`src/design/osle_pkg.sv`:
```
// shared types, constants and helpers for the ordered slot list editor
package osle_pkg;

	localparam int MAX_SLOTS = 16;
	localparam int IDX_W     = $clog2(MAX_SLOTS);
	localparam int CNT_W     = $clog2(MAX_SLOTS + 1);
	localparam int POS_W     = 5;
	localparam int CMP_W     = (CNT_W > POS_W) ? CNT_W : POS_W;

	localparam logic [2:0] OP_INSERT = 3'd0;
	localparam logic [2:0] OP_REMOVE = 3'd1;
	localparam logic [2:0] OP_SWAP   = 3'd2;
	localparam logic [2:0] OP_BYPASS = 3'd3;
	localparam logic [2:0] OP_READ   = 3'd4;

	localparam logic ST_OK  = 1'b0;
	localparam logic ST_REJ = 1'b1;

	typedef struct packed {
		logic [2:0] req_type;
		logic [4:0] index;
		logic [4:0] index_b;
		logic [7:0] stage_id;
		logic       bypass_value;
	} osle_req_t;

	typedef struct packed {
		logic       status;
		logic [4:0] chain_count;
		logic [7:0] read_stage;
		logic       read_bypass;
	} osle_rsp_t;

	typedef struct packed {
		logic cmd_load;
		logic edit_en;
		logic rsp_load;
	} osle_ctrl_t;

	typedef enum logic [1:0] {
		S_IDLE,
		S_EXEC,
		S_RESP
	} osle_state_t;

	// position field widened to the compare width
	function automatic logic [CMP_W-1:0] pos_ext(input logic [POS_W-1:0] p);
		return CMP_W'(p);
	endfunction

	// position field as a cell address
	function automatic logic [IDX_W-1:0] slot_addr(input logic [POS_W-1:0] p);
		logic [CMP_W-1:0] w;
		w = CMP_W'(p);
		return w[IDX_W-1:0];
	endfunction

endpackage

```
`src/design/osle_ctrl.sv`:
```
// controller state machine: accept, edit, respond
module osle_ctrl
	import osle_pkg::*;
(
	input  logic       clk,
	input  logic       arst_n,
	input  logic       start,
	output logic       busy,
	output logic       done,
	output osle_ctrl_t ctrl
);

	osle_state_t state_q, state_d;
	logic        done_q;

	always_ff @(posedge clk or negedge arst_n) begin
		if (!arst_n) begin
			state_q <= S_IDLE;
			done_q  <= 1'b0;
		end else begin
			state_q <= state_d;
			done_q  <= ctrl.rsp_load;
		end
	end

	always_comb begin
		state_d = state_q;
		ctrl    = '0;
		busy    = 1'b1;
		unique case (state_q)
			S_IDLE: begin
				busy = 1'b0;
				if (start) begin
					ctrl.cmd_load = 1'b1;
					state_d       = S_EXEC;
				end
			end
			S_EXEC: begin
				ctrl.edit_en = 1'b1;
				state_d      = S_RESP;
			end
			S_RESP: begin
				ctrl.rsp_load = 1'b1;
				state_d       = S_IDLE;
			end
			default: state_d = S_IDLE;
		endcase
	end

	assign done = done_q;

endmodule

```
`src/design/osle_dp.sv`:
```
// datapath: command register, row of slot cells, response register
module osle_dp
	import osle_pkg::*;
(
	input  logic       clk,
	input  logic       arst_n,
	input  osle_ctrl_t ctrl,
	input  osle_req_t  req,
	output osle_rsp_t  rsp
);

	osle_req_t        cmd_q;
	osle_rsp_t        rsp_q;
	logic [7:0]       stage_q [MAX_SLOTS];
	logic             byp_q   [MAX_SLOTS];
	logic [CNT_W-1:0] count_q;
	logic             status_q;

	logic [7:0]       stage_d [MAX_SLOTS];
	logic             byp_d   [MAX_SLOTS];
	logic [7:0]       dn_stage [MAX_SLOTS];
	logic             dn_byp   [MAX_SLOTS];
	logic [7:0]       up_stage [MAX_SLOTS];
	logic             up_byp   [MAX_SLOTS];
	logic [CNT_W-1:0] count_d;
	logic             status_d;

	logic [CMP_W-1:0] n_x, ia_x, ib_x, pos_x, cnt_x;
	logic             a_ok, b_ok, ins_ok, rd_ok;
	logic [7:0]       ent_a_stage, ent_b_stage;
	logic             ent_a_byp, ent_b_byp;

	// neighbor taps for the shift
	for (genvar g = 0; g < MAX_SLOTS; g++) begin : g_tap
		if (g > 0) begin : g_up
			assign up_stage[g] = stage_q[g-1];
			assign up_byp[g]   = byp_q[g-1];
		end else begin : g_up0
			assign up_stage[g] = '0;
			assign up_byp[g]   = 1'b0;
		end
		if (g < MAX_SLOTS - 1) begin : g_dn
			assign dn_stage[g] = stage_q[g+1];
			assign dn_byp[g]   = byp_q[g+1];
		end else begin : g_dn0
			assign dn_stage[g] = '0;
			assign dn_byp[g]   = 1'b0;
		end
	end

	assign n_x    = CMP_W'(count_q);
	assign ia_x   = pos_ext(cmd_q.index);
	assign ib_x   = pos_ext(cmd_q.index_b);
	assign a_ok   = ia_x < n_x;
	assign b_ok   = ib_x < n_x;
	assign ins_ok = (cmd_q.stage_id != 8'd0) && (n_x < CMP_W'(MAX_SLOTS));
	assign pos_x  = (ia_x > n_x) ? n_x : ia_x;

	assign ent_a_stage = stage_q[slot_addr(cmd_q.index)];
	assign ent_a_byp   = byp_q[slot_addr(cmd_q.index)];
	assign ent_b_stage = stage_q[slot_addr(cmd_q.index_b)];
	assign ent_b_byp   = byp_q[slot_addr(cmd_q.index_b)];

	always_comb begin
		logic [CMP_W-1:0] ix;
		logic [CMP_W-1:0] ix1;
		count_d  = count_q;
		status_d = ST_REJ;
		unique case (cmd_q.req_type)
			OP_INSERT: if (ins_ok) begin
				count_d  = count_q + CNT_W'(1);
				status_d = ST_OK;
			end
			OP_REMOVE: if (a_ok) begin
				count_d  = count_q - CNT_W'(1);
				status_d = ST_OK;
			end
			OP_SWAP:   status_d = (a_ok && b_ok) ? ST_OK : ST_REJ;
			OP_BYPASS: status_d = a_ok ? ST_OK : ST_REJ;
			OP_READ:   status_d = a_ok ? ST_OK : ST_REJ;
			default:   status_d = ST_REJ;
		endcase
		for (int i = 0; i < MAX_SLOTS; i++) begin
			ix         = CMP_W'(i);
			ix1        = CMP_W'(i + 1);
			stage_d[i] = stage_q[i];
			byp_d[i]   = byp_q[i];
			unique case (cmd_q.req_type)
				OP_INSERT: if (ins_ok) begin
					if (ix == pos_x) begin
						stage_d[i] = cmd_q.stage_id;
						byp_d[i]   = 1'b0;
					end else if (ix > pos_x && ix <= n_x) begin
						stage_d[i] = up_stage[i];
						byp_d[i]   = up_byp[i];
					end
				end
				OP_REMOVE: if (a_ok) begin
					if (ix >= ia_x && ix1 < n_x) begin
						stage_d[i] = dn_stage[i];
						byp_d[i]   = dn_byp[i];
					end else if (ix1 == n_x) begin
						stage_d[i] = '0;
						byp_d[i]   = 1'b0;
					end
				end
				OP_SWAP: if (a_ok && b_ok) begin
					if (ix == ia_x) begin
						stage_d[i] = ent_b_stage;
						byp_d[i]   = ent_b_byp;
					end else if (ix == ib_x) begin
						stage_d[i] = ent_a_stage;
						byp_d[i]   = ent_a_byp;
					end
				end
				OP_BYPASS: if (a_ok && ix == ia_x) begin
					byp_d[i] = cmd_q.bypass_value;
				end
				default: ;
			endcase
		end
	end

	always_ff @(posedge clk) begin
		if (ctrl.cmd_load) begin
			cmd_q <= req;
		end
	end

	always_ff @(posedge clk or negedge arst_n) begin
		if (!arst_n) begin
			for (int i = 0; i < MAX_SLOTS; i++) begin
				stage_q[i] <= '0;
				byp_q[i]   <= 1'b0;
			end
			count_q  <= '0;
			status_q <= ST_REJ;
		end else if (ctrl.edit_en) begin
			stage_q  <= stage_d;
			byp_q    <= byp_d;
			count_q  <= count_d;
			status_q <= status_d;
		end
	end

	// read back at the command's index after the edit
	assign cnt_x = CMP_W'(count_q);
	assign rd_ok = ia_x < cnt_x;

	always_ff @(posedge clk) begin
		if (ctrl.rsp_load) begin
			rsp_q.status      <= status_q;
			rsp_q.chain_count <= cnt_x[4:0];
			rsp_q.read_stage  <= rd_ok ? ent_a_stage : 8'd0;
			rsp_q.read_bypass <= rd_ok ? ent_a_byp : 1'b0;
		end
	end

	assign rsp = rsp_q;

endmodule

```
`src/design/ordered_slot_list_editor_top.sv`:
```
// top level of the ordered slot list editor
// an accepted transaction is edited, then its result register is loaded and done is raised with it
// busy is high for the edit and respond cycles, so a new transaction waits until the last one is through
// the whole chain edit (shift, swap or bypass write) is applied to the cell row as one registered update
// reset: arst_n low clears the chain, the count and the controller; no clearing pass
// the result is held until the next result load and cannot be stalled by the receiver
module ordered_slot_list_editor_top
	import osle_pkg::*;
(
	input  logic      clk,
	input  logic      arst_n,
	// command side: accepted when start is high and busy is low
	input  logic      start,
	output logic      busy,
	input  osle_req_t req,
	// result side: one-cycle strobe, valid with done
	output logic      done,
	output osle_rsp_t rsp
);

	// command signals from controller to datapath
	osle_ctrl_t ctrl;

	// sequencer: idle, apply the edit, load the result register
	osle_ctrl u_ctrl (
		.clk    (clk),
		.arst_n (arst_n),
		.start  (start),
		.busy   (busy),
		.done   (done),
		.ctrl   (ctrl)
	);

	// cell row holding the chain plus command and result registers
	osle_dp u_dp (
		.clk    (clk),
		.arst_n (arst_n),
		.ctrl   (ctrl),
		.req    (req),
		.rsp    (rsp)
	);

endmodule

```
`config.mk`:
```
export PLATFORM = sky130hd
export DESIGN_NAME = ordered_slot_list_editor_top
export DESIGN_NICKNAME = d
export VERILOG_FILES = /design/src/design/osle_pkg.sv /design/src/design/osle_ctrl.sv /design/src/design/osle_dp.sv /design/src/design/ordered_slot_list_editor_top.sv
export SDC_FILE = /design/constraint.sdc
export NUM_CORES = 1
export LEC_CHECK = 0
export BUFFER_PORTS_ARGS = -buffer_cell sky130_fd_sc_hd__clkbuf_2
export CORE_MARGIN = 2
export CORE_UTILIZATION = 50
export CTS_BUF_LIST = sky130_fd_sc_hd__clkbuf_8 sky130_fd_sc_hd__clkbuf_16
export DETAILED_ROUTE_END_ITERATION = 10
export PLACE_DENSITY = 0.73
export SLEW_MARGIN = 20
export SYNTH_ARGS = -nofsm -noshare
export SYNTH_HDL_FRONTEND = slang
export SYNTH_HIERARCHICAL = 1
export SYNTH_SLANG_ARGS = --single-unit
```
`constraint.sdc`:
```
create_clock -name clk -period 6.3 [get_ports clk]
set_input_delay 0.315 -clock clk [delete_from_list [all_inputs] [get_ports clk]]
set_output_delay 0.315 -clock clk [all_outputs]
set_load 0.05 [all_outputs]
```
=== Yosys cells after proc, flatten, opt, wreduce, memory -nomap -nowiden ===
Cells that the tools add are included.

* Reductions and logical operators: 93
* Muxes and demuxes: 363
* Bitwise operators: 2
* Magnitude comparators: 70
* Add/subtract/negate cells: 2
* Equality and inequality tests: 135

{| class="wikitable"
|+ Operators by type and width
! cell !! number
|-
| two-way mux 8 bit || 148
|-
| case mux 8 bit (3 select lines) || 16
|-
| two-way mux 1 bit || 172
|-
| == test 4 x 5 -> 1 bit, first input constant || 32
|-
| inequality test 3 x 1 -> 1 bit, second input constant || 48
|-
| AND reduction 9 bit || 16
|-
| AND reduction 8 bit || 16
|-
| == test 3 x 5 -> 1 bit, first input constant || 16
|-
| binary-select mux 8 bit (select 4 bit) || 2
|-
| case mux 1 bit (4 select lines) || 16
|-
| logical AND 1 bit || 50
|-
| == test 2 x 5 -> 1 bit, first input constant || 8
|-
| greater-or-equal comparator 4 x 5 -> 1 bit, first input constant || 8
|-
| greater-than comparator 4 x 5 -> 1 bit, first input constant || 8
|-
| less-or-equal comparator 4 x 5 -> 1 bit, first input constant || 8
|-
| less-than comparator 4 x 5 -> 1 bit, first input constant || 8
|-
| inequality test 2 x 1 -> 1 bit, second input constant || 19
|-
| == test 1 x 5 -> 1 bit, first input constant || 4
|-
| greater-or-equal comparator 3 x 5 -> 1 bit, first input constant || 4
|-
| greater-than comparator 3 x 5 -> 1 bit, first input constant || 4
|-
| less-or-equal comparator 3 x 5 -> 1 bit, first input constant || 4
|-
| less-than comparator 3 x 5 -> 1 bit, first input constant || 4
|-
| logical NOT 5 bit || 3
|-
| two-way mux 5 bit || 3
|-
| 36 further kinds || 48
|}

* Bits in registers: 190
* Input bits: 25
* Output and inout bits: 17

=== Depth between registers and ports, before layout ===
* Word-level depth: 8
* Mapped depth: 15

=== By module ===
Netlist, hierarchy kept.

{| class="wikitable"
|+ By module, submodules not included
! module !! area each (um^2) !! cells an instance !! sequential area each (um^2) !! instances
|-
| osle_dp || 16255.6 || 1750 || 4865.9 || 1
|-
| osle_ctrl || 122.6 || 10 || 75.1 || 1
|}

=== Worst setup path before layout ===
OpenSTA, ideal clock, no wires.

* Path kind: register to register
* Start: reg u_dp.count_q[4] (netlist: u_dp/cnt_x[4])
* End: reg u_dp.stage_q, in the netlist u_dp/dn_stage[40]
* Setup slack: 2.585 ns
* Library setup time: 0.128 ns
* Period minus slack after synthesis: 3.715 ns
* Arrival: 3.587 ns
* Path buffers: 3
* Cell stages (with the launch flop): 13
* Path through: dfrtp_1 > clkbuf_1 > clkinv_1 > ha_1 > o211a_1 > o31a_1 > buf_6 > or4_4 > a222oi_1 > a311oi_1 > or3_1 > buf_2 > mux2_1

* Longest elaborated chain between the ends: 6
* Elaborated cells on any way between the ends: 25
* Classes of those cells: 7 x order compare; 7 x eq/ne; 6 x mux; 5 x reduce/logical

{| class="wikitable"
|+ Ends and longest elaborated chain
! what !! RTL line !! text
|-
| start: declaration || osle_dp.sv:16 || <nowiki>logic [CNT_W-1:0] count_q;</nowiki>
|-
| start signal: assignment || osle_dp.sv:141 || <nowiki>count_q <= count_d;</nowiki>
|-
| greater-than comparator 5 bit || osle_dp.sv:57 || <nowiki>assign pos_x = (ia_x > n_x) ? n_x : ia_x;</nowiki>
|-
| two-way mux 5 bit || osle_dp.sv:57 ||
|-
| greater-than comparator 4 x 5 -> 1 bit / == test 4 x 5 -> 1 bit (equally long branches) || osle_dp.sv:93, osle_dp.sv:90 ||
|-
| logical AND 1 bit / two-way mux 8 bit (equally long branches) || osle_dp.sv:93, osle_dp.sv:90 ||
|-
| inequality test 3 x 1 -> 1 bit (no source line) / two-way mux 8 bit (equally long branches) || n/a ||
|-
| AND reduction 8 bit (no source line) / case mux 8 bit (3 select lines) (equally long branches) || n/a ||
|-
| end signal: assignment || osle_dp.sv:139 || <nowiki>stage_q <= stage_d;</nowiki>
|-
| end: declaration || osle_dp.sv:14 || <nowiki>logic [7:0] stage_q [MAX_SLOTS];</nowiki>
|}

Several ways; a longest one is shown, not always the timed one. The select of a mux whose other input is x is not followed.
A chain may end at the register's enable or synchronous reset.

=== Final worst setup path ===
* Start: reg u_dp.count_q[1] (netlist: u_dp/cnt_x[1])
* End: reg u_dp.stage_q, in the netlist u_dp/dn_stage[37]

Same word-level chain as after synthesis.

==> results.yml <==
global_route:
  antenna_found_initial: 1
  grt_max_degree: 77
  grt_pass1_wl_um: 113200
  grt_usage: 0.4592
  use_met3: 0.2100
  use_met2: 0.6249
  grt_pass1_vias: 16466
  grt.busiest_layer: "met1"
  gr-total-overflow: 0
  use_met1: 0.6319
finish:
  finalInstanceArea_mm2: 0.01776
  fill_cells: 2960
  antennaDiodeCount: 0
  areaGrowthSynthToFinish_pct: 8.442
  layout-drive-gt1-share: 0.1999
  fin_util: 0.5487
  fin_nets: 1772
synth:
  synth-compound-area-share: 0.2821
  yosys.area_share.simple: 0.1238
  synth_ff_type: "dfrtp_1"
  synthAdderAreaFrac: 0.01070
  async_reset_ff_frac: 0.8053
  syn_avg_cell_area_um2: 9.306
  yosysWarningCount: 6
  synth_xor_area_frac: 0.002674
  synth_top_cell_by_area: "dfrtp_1"
  synthesis.nets: 1799
  synth_edf_count: 37
  netlist_top_cells_count: "dfrtp_1, nand2_1, clkbuf_1"
  yosysUniqueCellTypes: 84
  synth-seq-cells: 190
  syn-cell-area_mm2: 0.01638
  synth_top_area_share: 0.2322
  synth_top_family_by_area: "compound AO/OA/AOI/OAI gates"
  yosys-top-cells-area: "dfrtp_1, mux4_2, edfxtp_1, mux2_2, mux2i_1"
  yosysMostFrequentCell: "dfrtp_1"
  synthMuxAreaShare: 0.2262
  netlist_instances: 1760
  yosysSeqAreaShare: 0.3017
floorplan:
  pin_count: 42
  die_height_um: 185.0
  die_w_um: 185.0
  coreArea_mm2: 0.03237
  start_util: 0.5060
  rows: 66
  die_area_mm2: 0.03422
critical_path:
  path_cells: "inv_1 -> ha_1 -> nor2b_1 -> o31a_1 -> o21ai_2 -> mux2i_1 -> buf_4 -> nor3_1 -> o311ai_2 -> mux2_2"
  reg2regPathDepth: 10
  startpoint_type: "register"
  cp-startpoint: "u_dp/cnt_x[1]"
  crit_path_max_incr_delay_ps: 820
  r2r_start: "u_dp/cnt_x[1]"
  path_buf_inv: 2
  worst_path_dominant_cell_family: "compound AO/OA/AOI/OAI gates"
  r2r-end: "u_dp/dn_stage[37]"
  worstSetupPathType: "reg2reg"
  arrival_ps: 5460
  critPathSlowestCell: "mux2i_1"
  crit_required_ps: 6660
  critPathMaxFanout: 17
  crit_cells: 10
  rrSetupSlack_ps: 1200
  critPathCaptureType: "register"
min_path:
  whs_endpoint: "u_dp/ib_x[2]"
  hold_depth: 1
  hp-class: "in2reg"
  hold_start: "req[11]"
timing:
  setup_slack_ps: 1200
  finalSetupTns_ps: 0
  max-slew-margin-rel: 0.2177
  min_period_over_period: 0.8095
  slew_viol_final: 0
  hold_viol: 0
  rsz0062_at_grt: "no"
  setup_viol: 0
  skew_ps: 22.28
  tightest_slew_ps: 1141
  clock.fmax_ghz: 0.1961
  fin_crit_ps: 5100
clocking:
  htreeDepth: 4
  cts_made_buffers: 17
  post_cts_buffers: 0
  cts_tree: "done"
  clock_path_buffers: 2
  clk_latency_ps: 470
  clkSinkCount: 190
  clk_pin_slew_ps: 80
  root_buffer: "clkbuf_16"
  cts_resized: 0
placement:
  placed_area_mm2: 0.01714
  place_congestion: 1.042
  place_ws_ps: 1437
  hpwlAfterDp_um: 57140
  io_buffers: 41
power:
  power.leakage_nw: 6.647
  power_density_mw_per_mm2: 357.4
  peakVddDrop_mv: 0.2353
  power_mw: 6.348
route:
  first_pass_iters: 7
  wirelength_um: 78110
  drc: 0
  ant_nets: 0
  via_per_inst: 7.939
  drt_iter0_drc: 3189
  post_drt_wl_per_cell_um: 35.70
  vias: 17371
status:
  outcome: "finished clean"
job:
  max_cap_violations: 0
area by class of cell:
cell class	instances	area, um^2	area share
multi-input combinational	1347	10680	0.6011
sequential	190	4941	0.2782
timing repair buffer	120	814.5	0.04586
tap	442	553.0	0.03114
clock buffer	18	450.4	0.02536
inverter	57	214.0	0.01205
clock inverter	14	112.6	0.006340
layer usage:
metal,share of wire,vias up
met2,0.39,1675
met1,0.39,8378
met3,0.17,339
li1,-,6977
met5,0.00010,-
met4,0.045,2
through the flow:
| step | hold WS [ps] | std cells |
|---|---|---|
| final | 20.59 | 2188 |
| after floorplan | 19.41 | 1760 |
| after global placement | 342.7 | 2151 |
| after detailed placement | 345.0 | 2151 |
| after CTS | 7.754 | 2187 |
| after global routing | 14.36 | 2188 |
repair_timing:
action,CTS,global route
hold buffers,4,0
endpoints found under the hold margin,63,0
setup endpoints to repair,0,0
worst max path at each step:
stage / endpoint / slack [ps]
after floorplan: u_dp/dn_stage[40] / 2590
after global routing: u_dp/dn_stage[37] / 1110
after detailed placement: u_dp/dn_stage[34] / 1440
after CTS: u_dp/dn_stage[33] / 1430
final: u_dp/dn_stage[37] / 1200
after global placement: u_dp/dn_stage[35] / 1600
cells by family after synthesis:
kind of cell,count (synthesis)
AOI/OAI and AO/OA,641
xor gates and xnor gates,5
adders and majority gates,14
buffers and inverters,223
DFF,190
muxes,264
and+or+nand+nor,423
flip-flops by register name, indices dropped and copies added (netlist names):
register        flops
u_dp/byp_q         16
u_dp/cnt_x          5
u_dp/rsp           15
u_dp/ia_x           5
u_ctrl/state_q      2
u_dp/status_q       1
u_dp/dn_stage     120
u_dp/cmd_q         12
u_dp/ib_x           5
u_dp/stage_q        8
u_ctrl/done         1
layout by cell type, fill, tap and decap left out, types with 22 or more instances in the layout:
cell	netlist	routed
a222oi_1	27	27
dfrtp_1	152	152
mux4_2	72	72
mux2i_1	63	63
edfxtp_1	37	37
a21oi_1	122	122
mux2_1	43	43
mux2_2	86	86
a22oi_1	22	22
nor2_1	81	78
nand3_1	33	33
o221ai_1	44	44
o21ai_0	82	82
o211ai_1	78	78
inv_1	56	56
nor3_1	66	65
o22ai_1	52	52
a311oi_1	27	27
buf_4	1	75
clkbuf_2	0	40
nand2_1	144	143
report_power, final:
part | internal, mW | switching (mW) | total [mW]
clock network | 0.569 | 0.547 | 1.12
registers | 1.55 | 0.500 | 2.05
logic | 1.07 | 2.11 | 3.19
worst reg2reg max path, delay by kind of cell (launching register included):
kind | cells | cell delay [ps]
adder cells (fa/ha/maj) | 1 | 390
buffers and inverters | 2 | 630
flip-flops | 1 | 670
AO/OA/AOI/OAI | 3 | 1840
AND/OR/NAND/NOR | 2 | 250
multiplexers | 2 | 1240
Note: power is estimated with default switching activity, not from simulation.
